<file path="config.mk">
export PLATFORM = sky130hd
export DESIGN_NAME = ucs4_to_utf16_stream_converter
export DESIGN_NICKNAME = d
export VERILOG_FILES = /design/src/sv/ucs2u16_pkg.sv /design/src/sv/ucs4_to_utf16_stream_converter.sv
export SDC_FILE = /design/constraint.sdc
export NUM_CORES = 1
export LEC_CHECK = 0
export BUFFER_PORTS_ARGS = -buffer_cell sky130_fd_sc_hd__buf_2
export CAP_MARGIN = 30
export CORE_MARGIN = 2
export CORE_UTILIZATION = 35
export CTS_CLUSTER_SIZE = 40
export DETAILED_ROUTE_END_ITERATION = 8
export PLACE_DENSITY_LB_ADDON = 0.15
export SKIP_LAST_GASP = 1
export SLEW_MARGIN = 20
export SYNTH_ARGS = -nofsm -noshare
export SYNTH_HDL_FRONTEND = slang
export SYNTH_SLANG_ARGS = --single-unit
</file>
<file path="constraint.sdc">
create_clock -name clk -period 11.3 [get_ports clk]
set_input_delay 0.565 -clock clk [delete_from_list [all_inputs] [get_ports clk]]
set_output_delay 0.565 -clock clk [all_outputs]
set_load 0.02 [all_outputs]
</file>
<file path="src/sv/ucs2u16_pkg.sv">
`default_nettype none

package ucs2u16_pkg;

  // Operation carried by an input item.
  typedef enum logic [1:0] {
    OP_DATA  = 2'd0,
    OP_END   = 2'd1,
    OP_RESET = 2'd2,
    OP_NONE  = 2'd3
  } opcode_t;

  // Kind of a result item.
  typedef enum logic [1:0] {
    KIND_DATA       = 2'd0,
    KIND_ILLEGAL    = 2'd1,
    KIND_INCOMPLETE = 2'd2,
    KIND_UNUSED     = 2'd3
  } kind_t;

  // Configuration register indexes.
  typedef enum logic [2:0] {
    REG_IN_UTF32          = 3'd0,
    REG_IN_DEFAULT_LITTLE = 3'd1,
    REG_IN_DETECT_BOM     = 3'd2,
    REG_OUT_UTF16         = 3'd3,
    REG_OUT_LITTLE        = 3'd4,
    REG_OUT_EMIT_BOM      = 3'd5,
    REG_ILLEGAL_ACTION    = 3'd6,
    REG_NONIDENT_ACTION   = 3'd7
  } reg_index_t;

  // Actions for illegal or incomplete characters.
  localparam logic [1:0] ACT_REPORT  = 2'd0;
  localparam logic [1:0] ACT_DISCARD = 2'd1;
  localparam logic [1:0] ACT_REPLACE = 2'd2;

  // Code point constants.
  localparam logic [31:0] CP_NONCHAR_FFFE = 32'h0000_FFFE;
  localparam logic [31:0] CP_NONCHAR_FFFF = 32'h0000_FFFF;
  localparam logic [31:0] CP_UTF32_MAX    = 32'h0010_FFFF;
  localparam logic [31:0] CP_SURR_LOW     = 32'h0000_D800;
  localparam logic [31:0] CP_SURR_HIGH    = 32'h0000_DFFF;
  localparam logic [31:0] CP_BMP_MAX      = 32'h0000_FFFF;
  localparam logic [31:0] BOM_WORD_BIG    = 32'h0000_FEFF;
  localparam logic [31:0] BOM_WORD_LITTLE = 32'hFFFE_0000;
  localparam logic [15:0] UNIT_BOM        = 16'hFEFF;
  localparam logic [15:0] UNIT_REPL       = 16'hFFFD;
  localparam logic [5:0]  SURR_HI_TAG     = 6'b110110;
  localparam logic [5:0]  SURR_LO_TAG     = 6'b110111;
  localparam logic [19:0] SUPP_OFFSET     = 20'h1_0000;

  // Most result items one input item can cause.
  localparam int unsigned MAX_RES = 6;
  localparam int unsigned MAX_UNITS = 3;

endpackage : ucs2u16_pkg

`default_nettype wire

</file>
<file path="src/sv/ucs4_to_utf16_stream_converter.sv">
// The result bytes of a character are presented in the cycle after its fourth byte is accepted.
// Throughput: one input item per cycle while no results are pending; a character then
// gives up to six result items, sent one per cycle from the result buffer while out_stall is low.
// The input side is held while results are pending, except at the edge where the final one leaves.
// Reset (rst_n low, synchronous) restores configuration defaults and the start state.
`default_nettype none

module ucs4_to_utf16_stream_converter import ucs2u16_pkg::*; (
  input  wire logic       clk,
  input  wire logic       rst_n,
  // Input channel
  input  wire logic       in_valid,
  output logic            in_stall,
  input  wire logic [1:0] in_opcode,
  input  wire logic [7:0] in_byte,
  // Result channel
  output logic            out_valid,
  input  wire logic       out_stall,
  output logic [7:0]      out_byte,
  output logic [1:0]      out_kind,
  output logic            out_replaced,
  output logic            out_last,
  // Configuration channel
  input  wire logic       cfg_valid,
  output logic            cfg_ready,
  input  wire logic [2:0] cfg_index,
  input  wire logic [1:0] cfg_data
);

  localparam int unsigned CntW = $clog2(MAX_RES + 1);

  // Configuration registers
  logic       cfg_in_utf32_r, cfg_in_default_little_r, cfg_in_detect_bom_r;
  logic       cfg_out_utf16_r, cfg_out_little_r, cfg_out_emit_bom_r;
  logic [1:0] cfg_illegal_action_r;
  logic       cfg_nonident_action_r;

  // Conversion state
  logic [23:0] gathered_r, gathered_nxt;
  logic [1:0]  byte_cnt_r, byte_cnt_nxt;
  logic        in_little_now_r, in_little_now_nxt;
  logic        in_bom_checked_r, in_bom_checked_nxt;
  logic        out_bom_done_r, out_bom_done_nxt;

  // Result buffer, entry 0 is presented at the output
  logic [7:0]    res_byte_r [MAX_RES];
  logic [1:0]    res_kind_r [MAX_RES];
  logic          res_repl_r [MAX_RES];
  logic [CntW-1:0] res_cnt_r;

  logic [7:0]    res_byte_nxt [MAX_RES];
  logic [1:0]    res_kind_nxt [MAX_RES];
  logic          res_repl_nxt [MAX_RES];
  logic [CntW-1:0] res_cnt_nxt;

  logic in_take, out_take;

  assign cfg_ready = 1'b1;

  // Output side is driven straight from the head of the buffer.
  assign out_valid    = (res_cnt_r != '0);
  assign out_byte     = res_byte_r[0];
  assign out_kind     = res_kind_r[0];
  assign out_replaced = res_repl_r[0];
  assign out_last     = (res_cnt_r == CntW'(1));
  assign out_take     = out_valid && !out_stall;

  // A new item is taken once the buffer is empty or its final item leaves now.
  assign in_stall = !((res_cnt_r == '0) || (out_last && !out_stall));
  assign in_take  = in_valid && !in_stall;

  // Character processing
  logic [31:0] word, word_swapped, cp;
  logic        word_done, bom_hit;
  logic        cp_illegal, cp_unrep;
  logic        do_bad, do_repl, do_char;
  logic [1:0]  bad_kind;
  logic [19:0] supp;
  logic [15:0] units [MAX_UNITS];
  logic        unit_repl [MAX_UNITS];
  logic [1:0]  n_units;
  logic        emit_err;

  assign word         = {gathered_r, in_byte};
  assign word_swapped = {word[7:0], word[15:8], word[23:16], word[31:24]};
  assign word_done    = (opcode_t'(in_opcode) == OP_DATA) && (byte_cnt_r == 2'd3);
  assign bom_hit      = !in_bom_checked_r &&
                        ((word == BOM_WORD_BIG) || (word == BOM_WORD_LITTLE));
  assign cp           = in_little_now_r ? word_swapped : word;
  assign supp         = cp[19:0] - SUPP_OFFSET;

  assign cp_illegal = (cp == CP_NONCHAR_FFFE) || (cp == CP_NONCHAR_FFFF) ||
                      (cfg_in_utf32_r ? (cp > CP_UTF32_MAX) : cp[31]) ||
                      ((cp >= CP_SURR_LOW) && (cp <= CP_SURR_HIGH));
  assign cp_unrep   = cfg_out_utf16_r ? (cp > CP_UTF32_MAX) : (cp > CP_BMP_MAX);

  // Decide what the item causes and update the conversion state.
  always_comb begin
    logic char_bad;
    logic [1:0] k;
    char_bad           = 1'b0;
    k                  = 2'd0;
    gathered_nxt       = gathered_r;
    byte_cnt_nxt       = byte_cnt_r;
    in_little_now_nxt  = in_little_now_r;
    in_bom_checked_nxt = in_bom_checked_r;
    out_bom_done_nxt   = out_bom_done_r;
    do_bad             = 1'b0;
    do_repl            = 1'b0;
    do_char            = 1'b0;
    bad_kind           = KIND_ILLEGAL;
    emit_err           = 1'b0;
    n_units            = 2'd0;
    for (int i = 0; i < MAX_UNITS; i++) begin
      units[i]     = '0;
      unit_repl[i] = 1'b0;
    end

    case (opcode_t'(in_opcode))
      OP_DATA: begin
        if (!word_done) begin
          gathered_nxt = {gathered_r[15:0], in_byte};
          byte_cnt_nxt = byte_cnt_r + 2'd1;
        end else begin
          gathered_nxt       = '0;
          byte_cnt_nxt       = '0;
          in_bom_checked_nxt = 1'b1;
          if (bom_hit) begin
            in_little_now_nxt = (word == BOM_WORD_LITTLE);
          end else if (cp_illegal) begin
            char_bad = 1'b1;
          end else if (cp_unrep) begin
            do_repl = !cfg_nonident_action_r;
          end else begin
            do_char = 1'b1;
          end
        end
      end
      OP_END: begin
        if (byte_cnt_r != 2'd0) begin
          gathered_nxt = '0;
          byte_cnt_nxt = '0;
          char_bad     = 1'b1;
          bad_kind     = KIND_INCOMPLETE;
        end
      end
      OP_RESET: begin
        gathered_nxt       = '0;
        byte_cnt_nxt       = '0;
        in_little_now_nxt  = cfg_in_default_little_r;
        in_bom_checked_nxt = !cfg_in_detect_bom_r;
        out_bom_done_nxt   = !cfg_out_emit_bom_r;
      end
      default: begin
      end
    endcase

    // Illegal or incomplete characters follow the configured action.
    if (char_bad) begin
      case (cfg_illegal_action_r)
        ACT_DISCARD: do_bad = 1'b0;
        ACT_REPLACE: do_repl = 1'b1;
        default:     do_bad = 1'b1;
      endcase
    end
    emit_err = do_bad;

    // Gather the 16-bit units: optional mark, then the character or its replacement.
    if ((do_repl || do_char) && !out_bom_done_r) begin
      units[0]         = UNIT_BOM;
      k                = 2'd1;
      out_bom_done_nxt = 1'b1;
    end
    if (do_repl) begin
      units[k]     = UNIT_REPL;
      unit_repl[k] = 1'b1;
      k            = k + 2'd1;
    end else if (do_char) begin
      if (cp > CP_BMP_MAX) begin
        units[k]     = {SURR_HI_TAG, supp[19:10]};
        units[k + 1] = {SURR_LO_TAG, supp[9:0]};
        k            = k + 2'd2;
      end else begin
        units[k] = cp[15:0];
        k        = k + 2'd1;
      end
    end
    n_units = k;
  end

  // Lay the units out as bytes, or a single error item.
  always_comb begin
    for (int i = 0; i < MAX_RES; i++) begin
      res_byte_nxt[i] = res_byte_r[i];
      res_kind_nxt[i] = res_kind_r[i];
      res_repl_nxt[i] = res_repl_r[i];
    end
    res_cnt_nxt = res_cnt_r;

    if (in_take) begin
      for (int u = 0; u < MAX_UNITS; u++) begin
        res_byte_nxt[2*u]     = cfg_out_little_r ? units[u][7:0] : units[u][15:8];
        res_byte_nxt[2*u + 1] = cfg_out_little_r ? units[u][15:8] : units[u][7:0];
        res_kind_nxt[2*u]     = KIND_DATA;
        res_kind_nxt[2*u + 1] = KIND_DATA;
        res_repl_nxt[2*u]     = unit_repl[u];
        res_repl_nxt[2*u + 1] = unit_repl[u];
      end
      if (emit_err) begin
        res_byte_nxt[0] = '0;
        res_kind_nxt[0] = bad_kind;
        res_repl_nxt[0] = 1'b0;
        res_cnt_nxt     = CntW'(1);
      end else begin
        res_cnt_nxt = CntW'({n_units, 1'b0});
      end
    end else if (out_take) begin
      for (int i = 0; i < MAX_RES - 1; i++) begin
        res_byte_nxt[i] = res_byte_r[i + 1];
        res_kind_nxt[i] = res_kind_r[i + 1];
        res_repl_nxt[i] = res_repl_r[i + 1];
      end
      res_cnt_nxt = res_cnt_r - CntW'(1);
    end
  end

  // Configuration and conversion state
  always_ff @(posedge clk) begin
    if (!rst_n) begin
      cfg_in_utf32_r          <= 1'b1;
      cfg_in_default_little_r <= 1'b0;
      cfg_in_detect_bom_r     <= 1'b1;
      cfg_out_utf16_r         <= 1'b1;
      cfg_out_little_r        <= 1'b0;
      cfg_out_emit_bom_r      <= 1'b1;
      cfg_illegal_action_r    <= ACT_REPORT;
      cfg_nonident_action_r   <= 1'b0;
      gathered_r              <= '0;
      byte_cnt_r              <= '0;
      in_little_now_r         <= 1'b0;
      in_bom_checked_r        <= 1'b0;
      out_bom_done_r          <= 1'b0;
      res_cnt_r               <= '0;
    end else begin
      if (cfg_valid && cfg_ready) begin
        case (reg_index_t'(cfg_index))
          REG_IN_UTF32:          cfg_in_utf32_r          <= cfg_data[0];
          REG_IN_DEFAULT_LITTLE: cfg_in_default_little_r <= cfg_data[0];
          REG_IN_DETECT_BOM:     cfg_in_detect_bom_r     <= cfg_data[0];
          REG_OUT_UTF16:         cfg_out_utf16_r         <= cfg_data[0];
          REG_OUT_LITTLE:        cfg_out_little_r        <= cfg_data[0];
          REG_OUT_EMIT_BOM:      cfg_out_emit_bom_r      <= cfg_data[0];
          REG_ILLEGAL_ACTION:    cfg_illegal_action_r    <= cfg_data;
          REG_NONIDENT_ACTION:   cfg_nonident_action_r   <= cfg_data[0];
          default: begin
          end
        endcase
      end
      if (in_take) begin
        gathered_r       <= gathered_nxt;
        byte_cnt_r       <= byte_cnt_nxt;
        in_little_now_r  <= in_little_now_nxt;
        in_bom_checked_r <= in_bom_checked_nxt;
        out_bom_done_r   <= out_bom_done_nxt;
      end
      res_cnt_r <= res_cnt_nxt;
    end
  end

  // Result buffer payload
  always_ff @(posedge clk) begin
    for (int i = 0; i < MAX_RES; i++) begin
      res_byte_r[i] <= res_byte_nxt[i];
      res_kind_r[i] <= res_kind_nxt[i];
      res_repl_r[i] <= res_repl_nxt[i];
    end
  end

  // The buffer never holds more items than one input item can cause.
  assert property (@(posedge clk) disable iff (!rst_n)
    res_cnt_r <= CntW'(MAX_RES))
    else $error("result buffer count out of range");

  // An item is taken only when the pending results are gone or leaving.
  assert property (@(posedge clk) disable iff (!rst_n)
    in_take |-> (res_cnt_r == '0) || (res_cnt_r == CntW'(1) && !out_stall))
    else $error("item accepted over pending results");

  // The first three bytes of a word cause no result.
  assert property (@(posedge clk) disable iff (!rst_n)
    in_take && (opcode_t'(in_opcode) == OP_DATA) && (byte_cnt_r != 2'd3) |=> !out_valid)
    else $error("result after a partial word");

  // An error item stands alone, carries no byte and closes its item.
  assert property (@(posedge clk) disable iff (!rst_n)
    out_valid && (kind_t'(out_kind) != KIND_DATA) |->
      (out_byte == 8'd0) && !out_replaced && out_last)
    else $error("malformed error item");

endmodule : ucs4_to_utf16_stream_converter

`default_nettype wire
</file>
== Word-level counts from Yosys, hierarchy flattened ==
Memories as Yosys holds them, arrays and structs flattened.
Cells that the tools add are included.
W data, S select, Z words.
Storage, ports and cells
  register bits: 41
  memory bits (writable): 66
  bits of input ports: 20
  output and inout port bits: 15
  logic and storage cells: 176
  memories kept: 3
Memories
  res_byte_r: words 6, width 8, rd ports 6, clocked after memory_dff 0, write ports 6, RTL line ucs4_to_utf16_stream_converter.sv:46  | logic [7:0] res_byte_r [MAX_RES];
  res_kind_r: words 6, width 2, rd ports 6, clocked after memory_dff 0, write ports 6, RTL line ucs4_to_utf16_stream_converter.sv:47  | logic [1:0] res_kind_r [MAX_RES];
  res_repl_r: words 6, width 1, rd ports 6, clocked after memory_dff 0, write ports 6, RTL line ucs4_to_utf16_stream_converter.sv:48  | logic res_repl_r [MAX_RES];
Cells by class
  add/sub/neg operators: 6
  magnitude comparators: 8
  equal/unequal tests: 20
  muxes and demuxes: 76
  bitwise operators: 5
  reductions and logical operators: 44
Operators by type and width (number)
  $bwmux W48: 3
  $mux W48: 3
  $eq A32 B16 Y1 const B: 3
  $mux W40: 2
  $pmux W24 S3: 1
  $demux W16 S2: 2
  $mux W8: 8
  $mux W16: 3
  $mux W24: 2
  $or A45 B45 Y45: 1
  $ge A33 B3 Y1 const B: 1
  $lt A33 B1 Y1 const B: 1
  $not A3 Y33: 1
  $eq A32 B32 Y1 const B: 1
  $ge A32 B16 Y1 const B: 1
  $gt A32 B16 Y1 const B: 1
  $gt A32 B21 Y1 const B: 1
  $le A32 B16 Y1 const B: 1
  $mux W32: 1
  $mux W1: 29
  $mux W10: 2
  $sub A20 B17 Y20 const B: 1
  $mux W2: 9
  $reduce_and A2 Y1: 9
  other kinds (30): 72

== Longest topological paths before layout ==
  depth after elaboration: 27
  gate-level depth with buffers: 17
  gate-level depth less buffers: 13

== Least setup slack after synthesis ==
No wires, ideal clock.
  path kind: reg2reg
  from: register in_little_now_r
  to: register res_cnt_r[2]
  library setup time: 0.082 ns
  arrival: 4.086 ns
  required time: 11.218 ns
  slack: 7.132 ns
  cell stages (with the launch flop): 17
  buffers on the path: 4
  clock period less this slack: 4.168 ns
  cell sequence: dfxtp_1 buf_4 buf_2 mux2i_1 ha_1 nor3b_1 nor2_1 o221ai_1 nand3b_1 nor4_1 or3_1 buf_2 clkbuf_1 o21ai_0 ha_1 or4_1 a31oi_1
On the way
  word-level cells in the longest chain between the ends: 20
  elaborated cells between the ends (all ways): 40
  those cells by class: 2 x add/sub; 4 x order compare; 2 x eq/ne; 26 x mux; 6 x reduce/logical
RTL lines
  start: declaration: RTL line ucs4_to_utf16_stream_converter.sv:41  | logic in_little_now_r, in_little_now_nxt;
  start signal: assignment: RTL line ucs4_to_utf16_stream_converter.sv:262  | in_little_now_r <= in_little_now_nxt;
  $mux W32 *: RTL line ucs4_to_utf16_stream_converter.sv:89  | assign cp = in_little_now_r ? word_swapped : word;
  $gt A32 B21 Y1 or $eq A32 B16 Y1 (tied branches): RTL line ucs4_to_utf16_stream_converter.sv:93, ucs4_to_utf16_stream_converter.sv:95, ucs4_to_utf16_stream_converter.sv:92
  $mux W1 or $logic_or A1 B1 Y1 (tied branches): RTL line ucs4_to_utf16_stream_converter.sv:93, ucs4_to_utf16_stream_converter.sv:92
  $logic_or A1 B1 Y1: RTL line ucs4_to_utf16_stream_converter.sv:92  | assign cp_illegal = (cp == CP_NONCHAR_FFFE) || (cp == CP_NONCHAR_FFFF) ||
  $logic_or A1 B1 Y1: RTL line ucs4_to_utf16_stream_converter.sv:93  | (cfg_in_utf32_r ? (cp > CP_UTF32_MAX) : cp[31]) ||
  $mux W1: RTL line ucs4_to_utf16_stream_converter.sv:130  | end else if (cp_illegal) begin
  $mux W1: RTL line ucs4_to_utf16_stream_converter.sv:128  | if (bom_hit) begin
  $mux W1: RTL line ucs4_to_utf16_stream_converter.sv:121  | if (!word_done) begin
  [... 4 more ...]
  $logic_and A1 B1 Y1: RTL line ucs4_to_utf16_stream_converter.sv:169  | if ((do_repl || do_char) && !out_bom_done_r) begin
  $mux W1: RTL line ucs4_to_utf16_stream_converter.sv:169
  $add A2 B1 Y2 or $add A2 B2 Y2 (tied branches): RTL line ucs4_to_utf16_stream_converter.sv:177, ucs4_to_utf16_stream_converter.sv:185, ucs4_to_utf16_stream_converter.sv:182
  $mux W2: RTL line ucs4_to_utf16_stream_converter.sv:179  | if (cp > CP_BMP_MAX) begin
  $mux W2: RTL line ucs4_to_utf16_stream_converter.sv:178  | end else if (do_char) begin
  $mux W2: RTL line ucs4_to_utf16_stream_converter.sv:174  | if (do_repl) begin
  $mux W3 *: RTL line ucs4_to_utf16_stream_converter.sv:209  | if (emit_err) begin
  $mux W3 *: RTL line ucs4_to_utf16_stream_converter.sv:200  | if (in_take) begin
  end signal: assignment: RTL line ucs4_to_utf16_stream_converter.sv:266  | res_cnt_r <= res_cnt_nxt;
  end: declaration: RTL line ucs4_to_utf16_stream_converter.sv:49  | logic [CntW-1:0] res_cnt_r;
Every way passes the cells marked *; elsewhere a longest branch is shown, timed or not.
A chain may end at the register's enable or synchronous reset.

== Worst setup path in the final report ==
Same ends and word-level chain as after synthesis.

==> run metrics <==
post-CTS resize count=0; top-count cell post-synth=nand2_1; drt total wl=17.3 mm; type of the worst setup path=reg -> reg; R2R Path Start=in_little_now_r$_SDFFE_PN0P_; row count=47; Internal Power=834 µW; RSZ-0062 raised after global routing=no; Max Cap Violations=0; drt first pass iters=5; # clock sinks=95; post-route ant nets=0; combinational share of power=0.321; Synth area leaders=edfxtp_1, dfxtp_1, nand2_1; switching pwr=446 µW; dpl cells=892; first-pass GRT wire length=27.7 mm; Synth Instances=680; Root Driver=clkbuf_16; clock share of power=0.254; Residual DRC=0; Pwr per Cell Area=194 mW/mm²; initial antenna violation count=0; largest net degree at the start of global routing=60; Syn Std Cell Area=0.00592 mm²; Slowest Stage Delay on Critical Path=0.75 ns; f_max=201 MHz; part of the power in registers=0.426; Synth cell types=73; antenna diode count=0; I/O pins=35; Final Non-Filler Cells=909; Nets=716; GR Util All Layers=0.196; Slew headroom=0.370; Syn. warnings=0; Initial Util=0.357; Worst setup EP type=flip-flop; Worst-Margin Slew=0.945 ns; CTS tree=yes; status=completed; area grow syn2layout=11.4%; Clock Skew=0.00986 ns; post-synthesis sequential area ratio=0.412; Crit path required time=11.59 ns; Leak=2.28 nW; Core ar.=0.0166 mm²; switch share=0.348; Yosys top cell area share=0.274; Post-CTS Setup Bufs=0; Post-synth ARST share=0; grt total ovfl=0; Crit Path Max Fanout=32; max-slew violations=0; fin util=0.398; Setup Viol. Count Final=0; Worst path most repeated cell=ha_1; WL/cell=19.0 µm; vias=5411; Hold Crit Class=in -> reg; critical path launch point type=flip-flop; register-to-register setup slack=6.32 ns; slowest CP cell=or3_1; Synth area leader=edfxtp_1; DR vias/cell=5.95; vias in the first global route=5000; hold buffer count at cts=0; I/O Buffers=33; fin crit share=0.441; CP arrival=5.26 ns; die area=0.0180 mm²; min-delay src=cfg_data[1]; die outline height=134 µm; Final GP Congestion=0.951; commonest cells in the netlist=nand2_1, edfxtp_1, a21oi_1; Num CTS Buffers=9; clk_lat worst skew=0.35 ns; CTS Buffer Depth=2; Die W=134 µm; Post-synth top flop=edfxtp_1; post-synth net total=712; clock-pin slew on the worst setup and hold paths=0.07 ns; setup TNS=0 ns; H-Tree Depth=3; Mapped Avg Cell Area=8.71 µm²; crit-path cells=buf_4 -> mux2i_1 -> ha_1 -> nor3b_1 -> nor2_1 -> o221ai_1 -> nand3b_1 -> nor4_1 -> or3_1 -> o21ai_0 -> ha_1 -> or4_1 -> a31oi_1; layout cells sized above 1=0.116; worst vdd ir=0.0904 mV; number of synthesized flops with an enable pin=54; initial DRC count=614; Worst Setup SP=in_little_now_r$_SDFFE_PN0P_; Period minus WS final=4.98 ns; Fin. Hold Viols=0; post-DP HPWL=12.1 mm; FF+latch count, synth=95
## final timing paths
kind,end,depth (start not counted)
hold reg to reg,in_bom_checked_r$_SDFFE_PN0P_,1
hold / removal,cfg_illegal_action_r[1]$_SDFFE_PN0P_,3
setup reg to reg,res_cnt_r[2]$_SDFFE_PN0P_,13
setup / recovery,res_cnt_r[2]$_SDFFE_PN0P_,13
## logic make-up (layout without fill, tap and decap cells)
kind of cell             Yosys count  after routing  synth area share
AND/OR/NAND/NOR                  288            288             0.255
AO/OA/AOI/OAI                    179            179             0.199
flip-flops                        95             95             0.412
buffers and inverters             71             80            0.0492
multiplexers                      32             32            0.0554
adder cells (fa/ha/maj)           12             12            0.0254
XOR/XNOR                           2              2           0.00296
other                              1              1          0.000633
## layer usage
layer / track usage / vias up / wire length [µm]
li1: - / 2601 / -
met1: 0.270 / 2609 / 8060
met2: 0.321 / 180 / 8030
met3: 0.0325 / 21 / 927
met4: 0.0497 / 0 / 281
met5: 0 / - / 0
## worst max-delay path: cells and delay by family, from the launching register on
| family | cells | cell delay [ns] |
|---|---|---|
| simple gates | 6 | 2.69 |
| compound gates | 3 | 0.58 |
| fa+ha+maj | 2 | 0.57 |
| mux | 1 | 0.38 |
| buf+inv | 1 | 0.36 |
| flops | 1 | 0.31 |
## area by class of cell
type	instances	area, µm²
Clock inverter	7	87.6
Fill cell	1692	9990
Timing Repair Buffer	45	280
Sequential cell	95	2440
Tap cell	220	275
Inverter	19	71.3
Multi-Input combinational cell	514	3210
Clock buffer	9	225
## power groups by stage
stage	combinational [mW]	clock [mW]	sequential [mW]
5_1_grt	0.454	0.344	0.557
6_report	0.410	0.325	0.545
4_1_cts	0.412	0.330	0.547
2_1_floorplan	0.264	0	0.578
3_3_place_gp	0.406	0	0.551
3_5_place_dp	0.410	0	0.554
## flip-flops by register name, indices dropped and copies added (netlist names)
name / cells
res_byte_r: 48
cfg_illegal_action_r: 2
cfg_nonident_action_r: 1
res_kind_r: 2
gathered_r: 24
res_cnt_r: 3
out_bom_done_r: 1
in_little_now_r: 1
res_repl_r: 4
cfg_out_little_r: 1
cfg_out_emit_bom_r: 1
cfg_in_utf32_r: 1
cfg_in_detect_bom_r: 1
cfg_in_default_little_r: 1
byte_cnt_r: 2
in_bom_checked_r: 1
cfg_out_utf16_r: 1
## stage by stage
step                      hold WS [ns]  setup WS [ns]  instance area [µm²]  power, mW
final                            0.448           6.32                 6600       1.28
after global routing             0.455           5.85                 6600       1.36
after CTS                        0.450           6.34                 6580       1.29
after detailed placement         0.470           6.39                 6270      0.965
after global placement           0.458           6.59                 6240      0.957
after floorplan                  0.428           7.13                 5920      0.842
## cell usage in the layout (no fill, tap or decap), drive strengths merged, types with 3 or more instances in the layout
master | synthesis | layout
nor3b | 4 | 4
a2111oi | 4 | 4
o2111ai | 3 | 3
a221oi | 4 | 4
and2 | 3 | 3
o311ai | 3 | 3
a31oi | 9 | 9
nand2b | 7 | 7
nand3 | 43 | 43
o21ai | 35 | 35
ha | 12 | 12
nor4 | 17 | 17
o31ai | 6 | 6
mux2 | 6 | 6
a31o | 3 | 3
or4 | 5 | 5
or4b | 4 | 4
dfxtp | 41 | 41
a21oi | 52 | 52
a32oi | 4 | 4
edfxtp | 54 | 54
nand2 | 83 | 83
nor2b | 4 | 4
nor3 | 24 | 24
a211oi | 18 | 18
o221ai | 4 | 4
inv | 16 | 16
clkinv | 3 | 6
and4 | 5 | 5
o211ai | 7 | 7
or3 | 8 | 8
mux2i | 26 | 26
a41oi | 3 | 3
nand4b | 5 | 5
buf | 15 | 45
nand4 | 14 | 14
clkbuf | 37 | 9
a311oi | 5 | 5
nor2 | 53 | 53
Power figures use the tool's default switching activity.
